==> config.mk <==
export PLATFORM = sky130hd
export DESIGN_NAME = ui_transition_easing_unit_flat
export DESIGN_NICKNAME = d
export VERILOG_FILES = /design/src/rtl/uteu_pkg.sv /design/src/rtl/uteu_if.sv /design/src/rtl/ui_transition_easing_unit.sv /design/src/flat_wrapper.sv
export VERILOG_INCLUDE_DIRS = /design/src /design/src/rtl
export SDC_FILE = /design/constraint.sdc
export NUM_CORES = 2
export LEC_CHECK = 0
export BUFFER_PORTS_ARGS = -buffer_cell sky130_fd_sc_hd__buf_2
export CELL_PAD_IN_SITES_DETAIL_PLACEMENT = 0
export CELL_PAD_IN_SITES_GLOBAL_PLACEMENT = 2
export CORE_ASPECT_RATIO = 1.2
export CORE_UTILIZATION = 45
export CTS_BUF_LIST = sky130_fd_sc_hd__clkbuf_8 sky130_fd_sc_hd__clkbuf_16
export DETAILED_ROUTE_END_ITERATION = 10
export PLACE_DENSITY = 0.92
export SLEW_MARGIN = 40
export SYNTH_ARGS = -nofsm -noshare
export SYNTH_HDL_FRONTEND = slang
export SYNTH_SLANG_ARGS = --single-unit
==> constraint.sdc <==
create_clock -name clk_i -period 18.16 [get_ports clk_i]
set_input_delay 0.908 -clock clk_i [delete_from_list [all_inputs] [get_ports clk_i]]
set_output_delay 0.908 -clock clk_i [all_outputs]
set_load 0.05 [all_outputs]
==> src/rtl/ui_transition_easing_unit_macros.svh <==
// ----------------------------------------------------------------------------
// Transition easing unit assertion macros
// Shared concurrent assertion forms, clocked on clk_i and gated by rst_ni.
// ----------------------------------------------------------------------------
`ifndef UI_TRANSITION_EASING_UNIT_MACROS_SVH
`define UI_TRANSITION_EASING_UNIT_MACROS_SVH

// Property holds in the same cycle.
`define UTEU_ASSERT(lbl, prop, msg) \
  lbl: assert property (@(posedge clk_i) disable iff (!rst_ni) (prop)) else $error(msg);

// Consequent holds in the cycle after the antecedent.
`define UTEU_ASSERT_NEXT(lbl, ante, cons, msg) \
  lbl: assert property (@(posedge clk_i) disable iff (!rst_ni) (ante) |=> (cons)) \
    else $error(msg);

`endif

==> src/rtl/uteu_pkg.sv <==
// ----------------------------------------------------------------------------
// Transition easing unit package
// Field widths, transition modes and register indexes.
// ----------------------------------------------------------------------------
`default_nettype none

package uteu_pkg;

  localparam int unsigned PROGRESS_W = 17;
  localparam int unsigned X_W        = 14;
  localparam int unsigned OPACITY_W  = 8;
  localparam int unsigned SCALE_W    = 17;
  localparam int unsigned MODE_W     = 4;
  localparam int unsigned WIDTH_W    = 12;
  localparam int unsigned CFG_IDX_W  = 2;
  localparam int unsigned CFG_DATA_W = 12;
  localparam int unsigned XMUL_W     = 15;
  localparam int unsigned NX_W       = 17;

  localparam logic [CFG_IDX_W-1:0] CFG_STARTUP_MODE  = 2'd0;
  localparam logic [CFG_IDX_W-1:0] CFG_SHUTDOWN_MODE = 2'd1;
  localparam logic [CFG_IDX_W-1:0] CFG_SCREEN_WIDTH  = 2'd2;

  localparam logic [WIDTH_W-1:0] SCREEN_WIDTH_RST = 12'd480;

  localparam logic signed [NX_W-1:0] X_MAX = 17'sd8191;
  localparam logic signed [NX_W-1:0] X_MIN = -17'sd8192;

  localparam logic [OPACITY_W-1:0] OPACITY_FULL = 8'd255;
  localparam logic [SCALE_W-1:0]   SCALE_UNITY  = 17'd65536;
  localparam logic [XMUL_W-1:0]    SLIDE_SPAN   = 15'd100;

  typedef enum logic [MODE_W-1:0] {
    MODE_NONE       = 4'd0,
    MODE_ZOOM_IN    = 4'd1,
    MODE_SCALE_DOWN = 4'd2,
    MODE_SLIDE_IN   = 4'd3,
    MODE_BOUNCE_IN  = 4'd4,
    MODE_COLLAPSE   = 4'd5,
    MODE_SLIDE_OUT  = 4'd7,
    MODE_FADE_ALT   = 4'd8,
    MODE_FADE_IN    = 4'd9,
    MODE_FADE_OUT   = 4'd10
  } mode_e;

  // Piece of the bounce curve that a progress value falls in.
  typedef enum logic [1:0] {
    SEG_RISE    = 2'd0,
    SEG_BOUNCE1 = 2'd1,
    SEG_BOUNCE2 = 2'd2,
    SEG_BOUNCE3 = 2'd3
  } bounce_seg_e;

endpackage

`default_nettype wire

==> src/rtl/uteu_if.sv <==
// ----------------------------------------------------------------------------
// Transition easing unit channels
// Frame input channel and result output channel with valid/ready handshake.
// ----------------------------------------------------------------------------
`default_nettype none

interface uteu_in_if;
  logic                                    valid;
  logic                                    ready;
  logic                                    is_shutdown;
  logic [uteu_pkg::PROGRESS_W-1:0]         progress;
  logic signed [uteu_pkg::X_W-1:0]         current_x;
  logic                                    last_frame;

  modport source (output valid, is_shutdown, progress, current_x, last_frame, input ready);
  modport sink   (input valid, is_shutdown, progress, current_x, last_frame, output ready);
endinterface

interface uteu_out_if;
  logic                                    valid;
  logic                                    ready;
  logic                                    opacity_valid;
  logic [uteu_pkg::OPACITY_W-1:0]          opacity;
  logic                                    scale_valid;
  logic [uteu_pkg::SCALE_W-1:0]            scale;
  logic                                    move_valid;
  logic signed [uteu_pkg::X_W-1:0]         new_x;
  logic                                    zero_y;
  logic                                    shutdown_now;

  modport source (output valid, opacity_valid, opacity, scale_valid, scale, move_valid,
                  new_x, zero_y, shutdown_now, input ready);
  modport sink   (input valid, opacity_valid, opacity, scale_valid, scale, move_valid,
                  new_x, zero_y, shutdown_now, output ready);
endinterface

`default_nettype wire

==> src/rtl/ui_transition_easing_unit.sv <==
// ----------------------------------------------------------------------------
// Transition easing unit: five-stage pipeline. Throughput one word per cycle
// when not stalled; a stall only holds the stages that are full.
// Reset clears the valid bits and sets the modes to 0 and the width to 480.
// ----------------------------------------------------------------------------
`default_nettype none

`include "ui_transition_easing_unit_macros.svh"

module ui_transition_easing_unit #(
  parameter int unsigned PROGRESS_FRAC_BITS = 16
) (
  input  logic                              clk_i,
  input  logic                              rst_ni,
  input  logic                              cfg_we_i,
  input  logic [uteu_pkg::CFG_IDX_W-1:0]    cfg_idx_i,
  input  logic [uteu_pkg::CFG_DATA_W-1:0]   cfg_wdata_i,
  uteu_in_if.sink                           in_i,
  uteu_out_if.source                        out_o
);

  // Widths of the datapath. The eased value e and the saturated progress t
  // both lie in [0, 1] and need P+1 bits.
  localparam int unsigned P    = PROGRESS_FRAC_BITS;
  localparam int unsigned EW   = P + 1;
  localparam int unsigned CMPW = (EW > uteu_pkg::PROGRESS_W) ? EW : uteu_pkg::PROGRESS_W;
  localparam int unsigned CW   = P + 5;
  localparam int unsigned DW   = P + 7;
  localparam int unsigned UW   = P + 3;
  localparam int unsigned QAW  = P + 2;
  localparam int unsigned QPW  = QAW + EW;
  localparam int unsigned BSW  = 2 * UW;
  localparam int unsigned SW   = P + 2;
  localparam int unsigned OPW  = EW + 8;
  localparam int unsigned XPW  = uteu_pkg::XMUL_W + EW;

  localparam logic [EW-1:0]  ONE      = EW'(1) << P;
  localparam logic [P+2:0]   FOUR_ONE = (P + 3)'(1) << (P + 2);
  localparam logic [CW-1:0]  C4       = CW'(4) << P;
  localparam logic [CW-1:0]  C8       = CW'(8) << P;
  localparam logic [CW-1:0]  C10      = CW'(10) << P;
  localparam logic signed [DW-1:0] O6  = signed'(DW'(6) << P);
  localparam logic signed [DW-1:0] O9  = signed'(DW'(9) << P);
  localparam logic signed [DW-1:0] O21 = signed'(DW'(21) << P);
  localparam logic [SW-1:0]  OFF1     = SW'(3) << (P - 2);
  localparam logic [SW-1:0]  OFF2     = SW'(15) << (P - 4);
  localparam logic [SW-1:0]  OFF3     = SW'(63) << (P - 6);
  localparam logic [SW-1:0]  ONE_S    = SW'(ONE);
  localparam logic [SW-1:0]  TWO_S    = SW'(2) << P;
  localparam logic [SW-1:0]  THREE_S  = SW'(3) << P;

  // --------------------------------------------------------------------------
  // Configuration registers. The user must write them only while the pipeline
  // is empty; the block does not enforce it. Stage 1 samples them directly.
  // --------------------------------------------------------------------------
  logic [uteu_pkg::MODE_W-1:0]  startup_mode_q;
  logic [uteu_pkg::MODE_W-1:0]  shutdown_mode_q;
  logic [uteu_pkg::WIDTH_W-1:0] screen_width_q;

  always_ff @(posedge clk_i or negedge rst_ni) begin
    if (!rst_ni) begin
      startup_mode_q  <= uteu_pkg::MODE_NONE;
      shutdown_mode_q <= uteu_pkg::MODE_NONE;
      screen_width_q  <= uteu_pkg::SCREEN_WIDTH_RST;
    end else if (cfg_we_i) begin
      unique case (cfg_idx_i)
        uteu_pkg::CFG_STARTUP_MODE:  startup_mode_q  <= cfg_wdata_i[uteu_pkg::MODE_W-1:0];
        uteu_pkg::CFG_SHUTDOWN_MODE: shutdown_mode_q <= cfg_wdata_i[uteu_pkg::MODE_W-1:0];
        uteu_pkg::CFG_SCREEN_WIDTH:  screen_width_q  <= cfg_wdata_i[uteu_pkg::WIDTH_W-1:0];
        default: ;
      endcase
    end
  end

  // --------------------------------------------------------------------------
  // Pipeline flow control. Each stage loads when it is empty or when the
  // stage after it moves, so bubbles close up and a stall holds every word.
  // --------------------------------------------------------------------------
  logic v1_q, v2_q, v3_q, v4_q, v5_q;
  logic rdy1, rdy2, rdy3, rdy4, rdy5;

  assign rdy5 = !v5_q || out_o.ready;
  assign rdy4 = !v4_q || rdy5;
  assign rdy3 = !v3_q || rdy4;
  assign rdy2 = !v2_q || rdy3;
  assign rdy1 = !v1_q || rdy2;

  assign in_i.ready = rdy1;

  always_ff @(posedge clk_i or negedge rst_ni) begin
    if (!rst_ni) begin
      v1_q <= 1'b0;
      v2_q <= 1'b0;
      v3_q <= 1'b0;
      v4_q <= 1'b0;
      v5_q <= 1'b0;
    end else begin
      if (rdy1) v1_q <= in_i.valid;
      if (rdy2) v2_q <= v1_q;
      if (rdy3) v3_q <= v2_q;
      if (rdy4) v4_q <= v3_q;
      if (rdy5) v5_q <= v4_q;
    end
  end

  // --------------------------------------------------------------------------
  // Stage 1: saturate the progress, pick the mode for the direction, and
  // prepare one multiplier operand for each curve. Quadratic ease-in-out is
  // written as a*t with a = 2t on the lower half and a = 4 - 2t above it.
  // Bounce-out works on c = 11t: the rising piece squares c itself, the other
  // pieces the distance to their center (doubled on the last piece).
  // --------------------------------------------------------------------------
  logic [CMPW-1:0]           prog_ext;
  logic [EW-1:0]             t_s1;
  uteu_pkg::mode_e           mode_s1;
  logic                      qlo_s1;
  logic [QAW-1:0]            two_t_s1;
  logic [QAW-1:0]            qa_s1;
  logic [CW-1:0]             c_s1;
  logic signed [DW-1:0]      cx_s1;
  logic signed [DW-1:0]      dist_s1;
  logic [DW-1:0]             dabs_s1;
  uteu_pkg::bounce_seg_e     seg_s1;

  always_comb begin
    prog_ext = CMPW'(in_i.progress);
    t_s1     = (prog_ext > CMPW'(ONE)) ? ONE : prog_ext[EW-1:0];
    mode_s1  = in_i.is_shutdown ? uteu_pkg::mode_e'(shutdown_mode_q)
                                : uteu_pkg::mode_e'(startup_mode_q);
    qlo_s1   = !t_s1[P] && !t_s1[P-1];
    two_t_s1 = {t_s1, 1'b0};
    qa_s1    = qlo_s1 ? two_t_s1 : QAW'(FOUR_ONE - {1'b0, two_t_s1});
    c_s1     = CW'({t_s1, 3'b000}) + CW'({t_s1, 1'b0}) + CW'(t_s1);
    cx_s1    = signed'(DW'(c_s1));
    if (c_s1 < C4) begin
      seg_s1  = uteu_pkg::SEG_RISE;
      dist_s1 = cx_s1;
    end else if (c_s1 < C8) begin
      seg_s1  = uteu_pkg::SEG_BOUNCE1;
      dist_s1 = cx_s1 - O6;
    end else if (c_s1 < C10) begin
      seg_s1  = uteu_pkg::SEG_BOUNCE2;
      dist_s1 = cx_s1 - O9;
    end else begin
      seg_s1  = uteu_pkg::SEG_BOUNCE3;
      dist_s1 = (cx_s1 <<< 1) - O21;
    end
    dabs_s1 = dist_s1[DW-1] ? DW'(-dist_s1) : DW'(dist_s1);
  end

  uteu_pkg::mode_e              mode1_q;
  logic                         qlo1_q;
  logic [QAW-1:0]               qa1_q;
  logic [EW-1:0]                t1_q;
  logic [UW-1:0]                u1_q;
  uteu_pkg::bounce_seg_e        seg1_q;
  logic signed [uteu_pkg::X_W-1:0] cx1_q;
  logic [uteu_pkg::WIDTH_W-1:0] w1_q;
  logic                         last1_q;
  logic                         shut1_q;

  always_ff @(posedge clk_i) begin
    if (rdy1) begin
      mode1_q <= mode_s1;
      qlo1_q  <= qlo_s1;
      qa1_q   <= qa_s1;
      t1_q    <= t_s1;
      u1_q    <= dabs_s1[UW-1:0];
      seg1_q  <= seg_s1;
      cx1_q   <= in_i.current_x;
      w1_q    <= screen_width_q;
      last1_q <= in_i.last_frame;
      shut1_q <= in_i.is_shutdown;
    end
  end

  // --------------------------------------------------------------------------
  // Stage 2: one multiplier per curve.
  // --------------------------------------------------------------------------
  uteu_pkg::mode_e              mode2_q;
  logic                         qlo2_q;
  logic [QPW-1:0]               qp2_q;
  logic [BSW-1:0]               bs2_q;
  uteu_pkg::bounce_seg_e        seg2_q;
  logic signed [uteu_pkg::X_W-1:0] cx2_q;
  logic [uteu_pkg::WIDTH_W-1:0] w2_q;
  logic                         last2_q;
  logic                         shut2_q;

  always_ff @(posedge clk_i) begin
    if (rdy2) begin
      mode2_q <= mode1_q;
      qlo2_q  <= qlo1_q;
      qp2_q   <= QPW'(qa1_q) * QPW'(t1_q);
      bs2_q   <= BSW'(u1_q) * BSW'(u1_q);
      seg2_q  <= seg1_q;
      cx2_q   <= cx1_q;
      w2_q    <= w1_q;
      last2_q <= last1_q;
      shut2_q <= shut1_q;
    end
  end

  // --------------------------------------------------------------------------
  // Stage 3: scale the products back to Q.P, add the piece offsets, select
  // the curve for the mode and clamp to one.
  // --------------------------------------------------------------------------
  logic [SW-1:0] qsh_s3;
  logic [SW-1:0] quad_s3;
  logic [SW-1:0] bnc_s3;
  logic [SW-1:0] esel_s3;
  logic [EW-1:0] e_s3;

  always_comb begin
    qsh_s3  = SW'(qp2_q >> P);
    quad_s3 = qlo2_q ? qsh_s3 : qsh_s3 - ONE_S;
    case (seg2_q)
      uteu_pkg::SEG_RISE:    bnc_s3 = SW'(bs2_q >> (P + 4));
      uteu_pkg::SEG_BOUNCE1: bnc_s3 = SW'(bs2_q >> (P + 4)) + OFF1;
      uteu_pkg::SEG_BOUNCE2: bnc_s3 = SW'(bs2_q >> (P + 4)) + OFF2;
      default:               bnc_s3 = SW'(bs2_q >> (P + 6)) + OFF3;
    endcase
    esel_s3 = (mode2_q == uteu_pkg::MODE_BOUNCE_IN) ? bnc_s3 : quad_s3;
    e_s3    = (esel_s3 > ONE_S) ? ONE : esel_s3[EW-1:0];
  end

  uteu_pkg::mode_e              mode3_q;
  logic [EW-1:0]                e3_q;
  logic signed [uteu_pkg::X_W-1:0] cx3_q;
  logic [uteu_pkg::WIDTH_W-1:0] w3_q;
  logic                         last3_q;
  logic                         shut3_q;

  always_ff @(posedge clk_i) begin
    if (rdy3) begin
      mode3_q <= mode2_q;
      e3_q    <= e_s3;
      cx3_q   <= cx2_q;
      w3_q    <= w2_q;
      last3_q <= last2_q;
      shut3_q <= shut2_q;
    end
  end

  // --------------------------------------------------------------------------
  // Stage 4: the effect products. Opacity uses e or 1 - e times 255. The
  // position needs one product of e with 100, with the width, or with the
  // distance to the right edge, depending on the mode, so one multiplier
  // serves all three. The scale numerator is an add or a subtract in Q.P.
  // --------------------------------------------------------------------------
  logic                          fade_out_s4;
  logic [EW-1:0]                 fe_s4;
  logic [SW-1:0]                 num_s4;
  logic signed [15:0]            d_s4;
  logic [uteu_pkg::XMUL_W-1:0]   mag_s4;
  logic [uteu_pkg::XMUL_W-1:0]   xm_s4;

  always_comb begin
    d_s4   = $signed({4'b0000, w3_q}) - 16'(cx3_q);
    mag_s4 = d_s4[15] ? 15'(-d_s4) : 15'(d_s4);
    fade_out_s4 = 1'b0;
    num_s4      = '0;
    xm_s4       = '0;
    unique case (mode3_q) inside
      uteu_pkg::MODE_ZOOM_IN: begin
        num_s4 = ONE_S + SW'(e3_q);
      end
      uteu_pkg::MODE_SCALE_DOWN: begin
        num_s4 = THREE_S - SW'(e3_q);
        xm_s4  = uteu_pkg::SLIDE_SPAN;
      end
      uteu_pkg::MODE_SLIDE_IN, uteu_pkg::MODE_BOUNCE_IN: begin
        xm_s4 = uteu_pkg::XMUL_W'(w3_q);
      end
      uteu_pkg::MODE_COLLAPSE: begin
        num_s4      = TWO_S - SW'(e3_q);
        fade_out_s4 = 1'b1;
      end
      uteu_pkg::MODE_SLIDE_OUT: begin
        xm_s4       = mag_s4;
        fade_out_s4 = 1'b1;
      end
      uteu_pkg::MODE_FADE_OUT: begin
        fade_out_s4 = 1'b1;
      end
      default: ;
    endcase
    fe_s4 = fade_out_s4 ? ONE - e3_q : e3_q;
  end

  uteu_pkg::mode_e              mode4_q;
  logic [OPW-1:0]               op4_q;
  logic [SW-1:0]                num4_q;
  logic [XPW-1:0]               xp4_q;
  logic                         dneg4_q;
  logic signed [uteu_pkg::X_W-1:0] cx4_q;
  logic [uteu_pkg::WIDTH_W-1:0] w4_q;
  logic                         last4_q;
  logic                         shut4_q;

  always_ff @(posedge clk_i) begin
    if (rdy4) begin
      mode4_q <= mode3_q;
      op4_q   <= {fe_s4, 8'h00} - OPW'(fe_s4);
      num4_q  <= num_s4;
      xp4_q   <= XPW'(xm_s4) * XPW'(e3_q);
      dneg4_q <= d_s4[15];
      cx4_q   <= cx3_q;
      w4_q    <= w3_q;
      last4_q <= last3_q;
      shut4_q <= shut3_q;
    end
  end

  // --------------------------------------------------------------------------
  // Stage 5: finish the fields, apply the end-of-animation rule and saturate
  // the position. This stage is the output register.
  // --------------------------------------------------------------------------
  logic [uteu_pkg::OPACITY_W-1:0] opv_s5;
  logic [uteu_pkg::SCALE_W-1:0]   scv_s5;
  logic [uteu_pkg::XMUL_W-1:0]    m_s5;
  logic signed [uteu_pkg::NX_W-1:0] ms_s5;
  logic signed [uteu_pkg::NX_W-1:0] nx_s5;
  logic signed [uteu_pkg::NX_W-1:0] nxs_s5;
  logic                           ov_s5, sv_s5, mv_s5, zy_s5, sd_s5;
  logic [uteu_pkg::OPACITY_W-1:0] op_s5;
  logic [uteu_pkg::SCALE_W-1:0]   sc_s5;

  always_comb begin
    opv_s5 = uteu_pkg::OPACITY_W'(op4_q >> P);
    scv_s5 = uteu_pkg::SCALE_W'({num4_q, 16'h0000} >> (P + 1));
    m_s5   = uteu_pkg::XMUL_W'(xp4_q >> P);
    ms_s5  = $signed({2'b00, m_s5});
    ov_s5  = 1'b0;
    op_s5  = '0;
    sv_s5  = 1'b0;
    sc_s5  = '0;
    mv_s5  = 1'b0;
    nx_s5  = '0;
    zy_s5  = 1'b0;
    sd_s5  = 1'b0;
    unique case (mode4_q) inside
      uteu_pkg::MODE_ZOOM_IN: begin
        sv_s5 = 1'b1;
        sc_s5 = scv_s5;
        ov_s5 = 1'b1;
        op_s5 = opv_s5;
      end
      uteu_pkg::MODE_SCALE_DOWN: begin
        sv_s5 = 1'b1;
        sc_s5 = scv_s5;
        ov_s5 = 1'b1;
        op_s5 = opv_s5;
        mv_s5 = 1'b1;
        nx_s5 = $signed({2'b00, uteu_pkg::SLIDE_SPAN}) - ms_s5;
      end
      uteu_pkg::MODE_SLIDE_IN, uteu_pkg::MODE_BOUNCE_IN: begin
        mv_s5 = 1'b1;
        nx_s5 = $signed({5'b00000, w4_q}) - ms_s5;
        ov_s5 = 1'b1;
        op_s5 = opv_s5;
        sv_s5 = 1'b1;
        sc_s5 = uteu_pkg::SCALE_UNITY;
      end
      uteu_pkg::MODE_COLLAPSE: begin
        sv_s5 = 1'b1;
        sc_s5 = scv_s5;
        ov_s5 = 1'b1;
        op_s5 = opv_s5;
      end
      uteu_pkg::MODE_SLIDE_OUT: begin
        mv_s5 = 1'b1;
        nx_s5 = 17'(cx4_q) + (dneg4_q ? -ms_s5 : ms_s5);
        ov_s5 = 1'b1;
        op_s5 = opv_s5;
        sv_s5 = 1'b1;
        sc_s5 = uteu_pkg::SCALE_UNITY;
      end
      uteu_pkg::MODE_FADE_ALT, uteu_pkg::MODE_FADE_IN, uteu_pkg::MODE_FADE_OUT: begin
        ov_s5 = 1'b1;
        op_s5 = opv_s5;
      end
      default: ;
    endcase

    // Mode zero only asks for shutdown. Otherwise the last frame of a
    // startup resets the window, and that of a shutdown asks for close.
    if (mode4_q == uteu_pkg::MODE_NONE) begin
      sd_s5 = 1'b1;
    end else if (last4_q) begin
      if (shut4_q) begin
        sd_s5 = 1'b1;
      end else begin
        sv_s5 = 1'b1;
        sc_s5 = '0;
        ov_s5 = 1'b1;
        op_s5 = uteu_pkg::OPACITY_FULL;
        mv_s5 = 1'b1;
        nx_s5 = '0;
        zy_s5 = 1'b1;
      end
    end

    if (nx_s5 > uteu_pkg::X_MAX) begin
      nxs_s5 = uteu_pkg::X_MAX;
    end else if (nx_s5 < uteu_pkg::X_MIN) begin
      nxs_s5 = uteu_pkg::X_MIN;
    end else begin
      nxs_s5 = nx_s5;
    end
  end

  logic                            ov5_q, sv5_q, mv5_q, zy5_q, sd5_q;
  logic [uteu_pkg::OPACITY_W-1:0]  op5_q;
  logic [uteu_pkg::SCALE_W-1:0]    sc5_q;
  logic signed [uteu_pkg::X_W-1:0] nx5_q;

  always_ff @(posedge clk_i) begin
    if (rdy5) begin
      ov5_q <= ov_s5;
      op5_q <= op_s5;
      sv5_q <= sv_s5;
      sc5_q <= sc_s5;
      mv5_q <= mv_s5;
      nx5_q <= nxs_s5[uteu_pkg::X_W-1:0];
      zy5_q <= zy_s5;
      sd5_q <= sd_s5;
    end
  end

  assign out_o.valid         = v5_q;
  assign out_o.opacity_valid = ov5_q;
  assign out_o.opacity       = op5_q;
  assign out_o.scale_valid   = sv5_q;
  assign out_o.scale         = sc5_q;
  assign out_o.move_valid    = mv5_q;
  assign out_o.new_x         = nx5_q;
  assign out_o.zero_y        = zy5_q;
  assign out_o.shutdown_now  = sd5_q;

  // --------------------------------------------------------------------------
  // Assertions.
  // --------------------------------------------------------------------------
  // The startup end reset always writes scale, opacity and position together.
  `UTEU_ASSERT(a_end_reset, !(out_o.valid && out_o.zero_y) || (out_o.move_valid && out_o.new_x == '0 && out_o.scale_valid && out_o.scale == '0 && out_o.opacity == uteu_pkg::OPACITY_FULL), "startup end reset incomplete")
  // A field that is not written reads as zero.
  `UTEU_ASSERT(a_unused_zero, !(out_o.valid && !out_o.opacity_valid) || (out_o.opacity == '0 && !out_o.zero_y), "unwritten opacity not zero")
  // Every accepted word lands in the first stage.
  `UTEU_ASSERT_NEXT(a_accept_lands, in_i.valid && in_i.ready, v1_q, "accepted word lost at entry")

endmodule

`default_nettype wire

==> src/flat_wrapper.sv <==
// flat-port wrapper written by rule: the top's interface ports become plain ports
module ui_transition_easing_unit_flat 
#(
  parameter int unsigned PROGRESS_FRAC_BITS = 16
)
  (clk_i, rst_ni, cfg_we_i, cfg_idx_i, cfg_wdata_i, in_i_valid, in_i_is_shutdown, in_i_progress, in_i_current_x, in_i_last_frame, in_i_ready, out_o_valid, out_o_opacity_valid, out_o_opacity, out_o_scale_valid, out_o_scale, out_o_move_valid, out_o_new_x, out_o_zero_y, out_o_shutdown_now, out_o_ready);
  uteu_in_if in_i_i ();
  uteu_out_if out_o_i ();
  input  logic clk_i;
  input  logic rst_ni;
  input  logic cfg_we_i;
  input  logic [uteu_pkg::CFG_IDX_W-1:0] cfg_idx_i;
  input  logic [uteu_pkg::CFG_DATA_W-1:0] cfg_wdata_i;
  input wire logic [$bits(in_i_i.valid)-1:0] in_i_valid;
  input wire logic [$bits(in_i_i.is_shutdown)-1:0] in_i_is_shutdown;
  input wire logic [$bits(in_i_i.progress)-1:0] in_i_progress;
  input wire logic [$bits(in_i_i.current_x)-1:0] in_i_current_x;
  input wire logic [$bits(in_i_i.last_frame)-1:0] in_i_last_frame;
  output wire logic [$bits(in_i_i.ready)-1:0] in_i_ready;
  output wire logic [$bits(out_o_i.valid)-1:0] out_o_valid;
  output wire logic [$bits(out_o_i.opacity_valid)-1:0] out_o_opacity_valid;
  output wire logic [$bits(out_o_i.opacity)-1:0] out_o_opacity;
  output wire logic [$bits(out_o_i.scale_valid)-1:0] out_o_scale_valid;
  output wire logic [$bits(out_o_i.scale)-1:0] out_o_scale;
  output wire logic [$bits(out_o_i.move_valid)-1:0] out_o_move_valid;
  output wire logic [$bits(out_o_i.new_x)-1:0] out_o_new_x;
  output wire logic [$bits(out_o_i.zero_y)-1:0] out_o_zero_y;
  output wire logic [$bits(out_o_i.shutdown_now)-1:0] out_o_shutdown_now;
  input wire logic [$bits(out_o_i.ready)-1:0] out_o_ready;
  assign in_i_i.valid = in_i_valid;
  assign in_i_i.is_shutdown = in_i_is_shutdown;
  assign in_i_i.progress = in_i_progress;
  assign in_i_i.current_x = in_i_current_x;
  assign in_i_i.last_frame = in_i_last_frame;
  assign in_i_ready = in_i_i.ready;
  assign out_o_valid = out_o_i.valid;
  assign out_o_opacity_valid = out_o_i.opacity_valid;
  assign out_o_opacity = out_o_i.opacity;
  assign out_o_scale_valid = out_o_i.scale_valid;
  assign out_o_scale = out_o_i.scale;
  assign out_o_move_valid = out_o_i.move_valid;
  assign out_o_new_x = out_o_i.new_x;
  assign out_o_zero_y = out_o_i.zero_y;
  assign out_o_shutdown_now = out_o_i.shutdown_now;
  assign out_o_i.ready = out_o_ready;
  ui_transition_easing_unit #(.PROGRESS_FRAC_BITS(PROGRESS_FRAC_BITS)) u_core (.clk_i(clk_i), .rst_ni(rst_ni), .cfg_we_i(cfg_we_i), .cfg_idx_i(cfg_idx_i), .cfg_wdata_i(cfg_wdata_i), .in_i(in_i_i), .out_o(out_o_i));
endmodule
# ---- Word-level counts from Yosys, hierarchy flattened
# Index checks and enable logic that the tools add are counted.
dict set report op_classes {
  add_sub_neg 22
  mul 3
  magnitude_cmp 7
  n_eq_ne 21
  muxes 46
  bitwise_logic 1
  reduce_logical 29
}
# operator count
set op_table {}
lappend op_table {{$mux W17} 9}
lappend op_table {{$pmux W18 S3} 2}
lappend op_table {{$mux W23} 3}
lappend op_table {{$mux W18} 3}
lappend op_table {{$pmux W17 S3} 1}
lappend op_table {{$pmux W15 S3} 1}
lappend op_table {{$lt A21 B20 Y1 const B} 2}
lappend op_table {{$mul A19 B19 Y38} 1}
lappend op_table {{$add A18 B16 Y18 const B} 2}
lappend op_table {{$sub A18 B17 Y18 const A} 2}
lappend op_table {{$mul A18 B17 Y34} 1}
lappend op_table {{$pmux W17 S2} 1}
lappend op_table {{$mux W8} 4}
lappend op_table {{$mul A15 B17 Y31} 1}
lappend op_table {{$eq A4 B3 Y1 const B} 7}
lappend op_table {{$sub A24 B17 Y24} 1}
lappend op_table {{$sub A22 B21 Y23 const B} 1}
lappend op_table {{$sub A21 B19 Y22 const B} 1}
lappend op_table {{$sub A21 B20 Y22 const B} 1}
lappend op_table {{$add A20 B18 Y21} 1}
lappend op_table {{$add A21 B17 Y21} 1}
lappend op_table {{$lt A21 B19 Y1 const B} 1}
lappend op_table {{$mux W19} 1}
lappend op_table {{$neg A19 Y19} 1}
lappend op_table {{other kinds (36)} 80}
dict set report totals {
  ff_bits 420
  inputBits 52
  wordCells 181
}

# ---- Longest topological paths before layout
dict set report logic_depth {
  word_depth 10
  ltp_mapped 38
  mapped_depth_nobuf 37
}

# ---- Worst setup path before layout
# OpenSTA, ideal clock, no wires.
dict set report synth_timing {
  path_kind {register to register}
  from {register u_core.w3_q[0] (netlist name)}
  to {register u_core.xp4_q[27], data pin}
  arrival_ns 8.563
  required_ns 17.902
  slack_ns 9.340
  path_stages_with_launch 36
  n_path_buf 2
  period_less_slack_ns 8.820
  cell_sequence {edfxtp_1 inv_1 ha_1 inv_1 fa_1 a211oi_1 o21a_1 nor4b_2 or2_2 buf_2 a41oi_1 xnor2_1 a21oi_1 o31ai_1 buf_2 nand2_1 fa_1 fa_1 inv_1 fa_1 fa_1 fa_1 inv_1 fa_1 inv_1 ha_1 a21oi_1 o21ai_0 o221a_2 o31ai_1 a31oi_1 o41a_1 a211o_1 a21o_1 a21oi_1 xnor2_1}
}
dict set report synth_via {
  elab_chain_len 5
}
# element line_no
set synth_lines {}
lappend synth_lines {{from (decl)} ui_transition_easing_unit.sv:230} ;# logic [uteu_pkg::WIDTH_W-1:0] w3_q;
lappend synth_lines {{from (signal assigned)} ui_transition_easing_unit.sv:239} ;# w3_q <= w2_q;
lappend synth_lines {{$sub A13 B14 Y15} ui_transition_easing_unit.sv:259} ;# d_s4 = $signed({4'b0000, w3_q}) - 16'(cx3_q);
lappend synth_lines {{$neg A15 Y15} ui_transition_easing_unit.sv:260} ;# mag_s4 = d_s4[15] ? 15'(-d_s4) : 15'(d_s4);
lappend synth_lines {{$mux W15} ui_transition_easing_unit.sv:260}
lappend synth_lines {{$pmux W15 S3 (*)} ui_transition_easing_unit.sv:264} ;# unique case (mode3_q) inside
lappend synth_lines {{$mul A15 B17 Y31 (*)} ui_transition_easing_unit.sv:306} ;# xp4_q <= XPW'(xm_s4) * XPW'(e3_q);
lappend synth_lines {{to (signal assigned)} ui_transition_easing_unit.sv:306}
lappend synth_lines {{to (decl)} ui_transition_easing_unit.sv:294} ;# logic [XPW-1:0] xp4_q;
# Mark *: on every way between the ends. The rest lies on a longest branch, timed or not.
# A chain may end at the register's enable or synchronous reset.

# ---- Worst setup path in the final report
# Ends and elaborated chain as after synthesis.

==> flow_metrics.env <==
export IMPL_grt_pass1_wl_um=178000
export IMPL_period_needed_ns=9.83
export IMPL_ys_warnings_count=0
export IMPL_arrival_ns=10.16
export IMPL_seq_area_frac_synth=0.228
export IMPL_grt_use_total=0.221
export IMPL_maxSlewHeadroom=0.401
export IMPL_path_common_cell="fa_1"
export IMPL_dp_slack_ns=8.36
export IMPL_netlist_instances=4598
export IMPL_area_delta_synth_final_pct=7.21
export IMPL_first_pass_iters=6
export IMPL_grt_max_degree=66
export IMPL_drv_slew=0
export IMPL_viasPerCell=5.30
export IMPL_r2r_start="u_core.w3_q[0]"
export IMPL_synth_edf_count=324
export IMPL_worst_pin_slew_ns=0.899
export IMPL_status="finished, final reports clean"
export IMPL_synth_cell_type_count=104
export IMPL_gp_congestion=0.888
export IMPL_tns_ns=0
export IMPL_synthMuxAreaShare=0.00800
export IMPL_h_tree_depth=2
export IMPL_wl_um=110000
export IMPL_hpwl_um=87200
export IMPL_synth_compound_area_share=0.0847
export IMPL_grt_remaining_overflow=0
export IMPL_cp_end_kind="flip-flop"
export IMPL_max_freq_mhz=102
export IMPL_synthAdderAreaFrac=0.408
export IMPL_nets=5753
export IMPL_grt_pass1_vias=33500
export IMPL_initial_core_util=0.454
export IMPL_postLayoutCellArea_mm2=0.0486
export IMPL_hold_viol=0
export IMPL_syn_area_mm2=0.0454
export IMPL_synth_main_ff_cell="edfxtp_1"
export IMPL_io_pins=98
export IMPL_vias=31500
export IMPL_synthXorXnorAreaFrac=0.0345
export IMPL_ys_ff_latch=349
export IMPL_post_drt_wl_per_cell_um=18.5
export IMPL_place_area_mm2=0.0472
export IMPL_rrSetupSlack_ns=8.33
export IMPL_layout_common_cells="inv_1, fa_1, nand2_1, ha_1, edfxtp_1"
export IMPL_cts_buffers=41
export IMPL_setup_ws_ns=8.33
export IMPL_ant_nets=0
export IMPL_synth_area_leader_cell="fa_1"
export IMPL_synthSimpleGateAreaFrac=0.152
export IMPL_post_route_period_util=0.541
export IMPL_hp_class="primary input to async pin"
export IMPL_drt_first_iter_violations=1641
export IMPL_crit_fanout=17
export IMPL_core_area_mm2=0.0999
export IMPL_crit_path_max_incr_delay_ns=0.67
export IMPL_cp_startpoint="u_core.w3_q[0]"
export IMPL_setup_violations=0
export IMPL_clock_tree_buffer_depth=3
export IMPL_clkTransAtPathRegs_ns=0.06
export IMPL_slowest_stage="o21ai_2"
export IMPL_worstSkewPairLatency_ns=0.59
export IMPL_cts_tree="yes"
export IMPL_portBuffers=97
export IMPL_fillerInstances=9304
export IMPL_num_antenna_cells=0
export IMPL_cts_sinks=349
export IMPL_die_y_um=350
export IMPL_cts_root_buf="clkbuf_16"
export IMPL_postCtsHoldBufs=0
export IMPL_path_class="flip-flop to flip-flop"
export IMPL_drive_gt1_frac=0.0661
export IMPL_syn_avg_cell_area_um2=9.87
export IMPL_fp_row_count=127
export IMPL_maxCapViolCount=0
export IMPL_synth_area_top_cells="fa_1, edfxtp_1, ha_1"
export IMPL_dieArea_mm2=0.102
export IMPL_final_common_cell="inv_1"
export IMPL_die_width_um=292
export IMPL_netlist_area_leader_share=0.299
export IMPL_post_cts_buffers=0
export IMPL_rsz0062_at_grt="false"
export IMPL_startpoint_type="flip-flop"
export IMPL_cts_resized=0
export IMPL_synth_top_family_by_area="adder cells"
export IMPL_antenna_found_initial=1
export IMPL_worstPathRequired_ns=18.49
export IMPL_async_flop_share=0.0716
export IMPL_drc=0
export IMPL_fin_worst_skew_ns=0.0306
-- routing by layer --
layer  track usage  vias to the layer above  share of wire
met5             0                        -        0.00012
met4        0.0714                        2          0.033
met3        0.0194                      189          0.030
met2         0.422                      624           0.53
met1         0.258                    15800           0.40
li1              -                    14900              -
-- synthesized netlist by cell type, drive strengths merged, types with 16 or more instances --
library cell and n:
nand2b 34, ha 397, or2 16, or3 18, nor3 51, a31oi 26, dfrtp 21, xnor2 129
inv 828, fa 677, clkbuf 141, o21ai 136, nor2 202, o21a 40, nand3 57, nand2 544
a211oi 26, nor4 19, mux2 26, nand4 16, nor2b 44, a21o 41, and2 313, a21oi 127
edfxtp 324, o31ai 32, and3 26, buf 32, xor2 49
-- layout make-up --
type / count / area (µm²) / area share
multi-input cells: 3260 / 31300 / 0.644
clock buffers: 43 / 1050 / 0.0217
flip-flops and latches: 349 / 10400 / 0.213
well taps: 1290 / 1610 / 0.0332
clock inverters: 32 / 300 / 0.00617
inverters: 830 / 3120 / 0.0641
repair buffers: 145 / 891 / 0.0183
-- through the flow --
step                      hold slack, ns  utilization  cells
after global placement             0.400        0.472   5866
after detailed placement           0.405        0.472   5871
final                              0.367        0.487   5949
after CTS                          0.362        0.486   5946
after global routing               0.402        0.487   5949
after floorplan                    0.400            -   4612
-- path summary, 6_finish.rpt --
kind,end,depth (start not counted)
max,u_core.xp4_q[27],34
min in group clk_i,u_core.cx3_q[9],0
max reg2reg,u_core.xp4_q[27],34
min reg2reg,u_core.cx3_q[9],0
max in group asynchronous,u_core.screen_width_q[3],1
min,u_core.screen_width_q[4],1
-- flip-flops by register name, indices dropped and copies added (netlist names), 8 cells and up --
signal                 cells
u_core.w3_q               12
u_core.cx3_q              14
u_core.w2_q               12
u_core.bs2_q              18
u_core.qa1_q              16
u_core.cx4_q              14
u_core.u1_q               19
u_core.cx1_q              14
u_core.out_o.opacity       8
u_core.out_o.new_x        14
u_core.cx2_q              14
u_core.qp2_q              18
u_core.xp4_q              15
u_core.w1_q               12
u_core.e3_q               17
u_core.screen_width_q     12
u_core.t1_q               17
u_core.op4_q               8
u_core.w4_q               12
u_core.out_o.scale        17
u_core.num4_q             17
-- cell families (layout without fill, tap and decap cells) --
| group | Yosys count | count (layout) |
|---|---|---|
| other | 2 | 16 |
| adder cells (fa/ha/maj) | 1074 | 1074 |
| AO/OA/AOI/OAI | 568 | 568 |
| buffers and inverters | 1003 | 1050 |
| multiplexers | 33 | 33 |
| flip-flops | 349 | 349 |
| AND/OR/NAND/NOR | 1391 | 1391 |
| XOR/XNOR | 178 | 178 |
-- worst max-delay path, delay by kind of cell (launching register included) --
family          cells  cell delay (ns)
simple gates        3             0.48
flops               1             0.44
buf+inv             5             0.29
xor+xnor            2             0.26
fa+ha+maj           9             3.86
compound gates     15             4.28
Power is not shown: default switching activity piles up to over one toggle a cycle in this logic, so the estimate is an artifact.
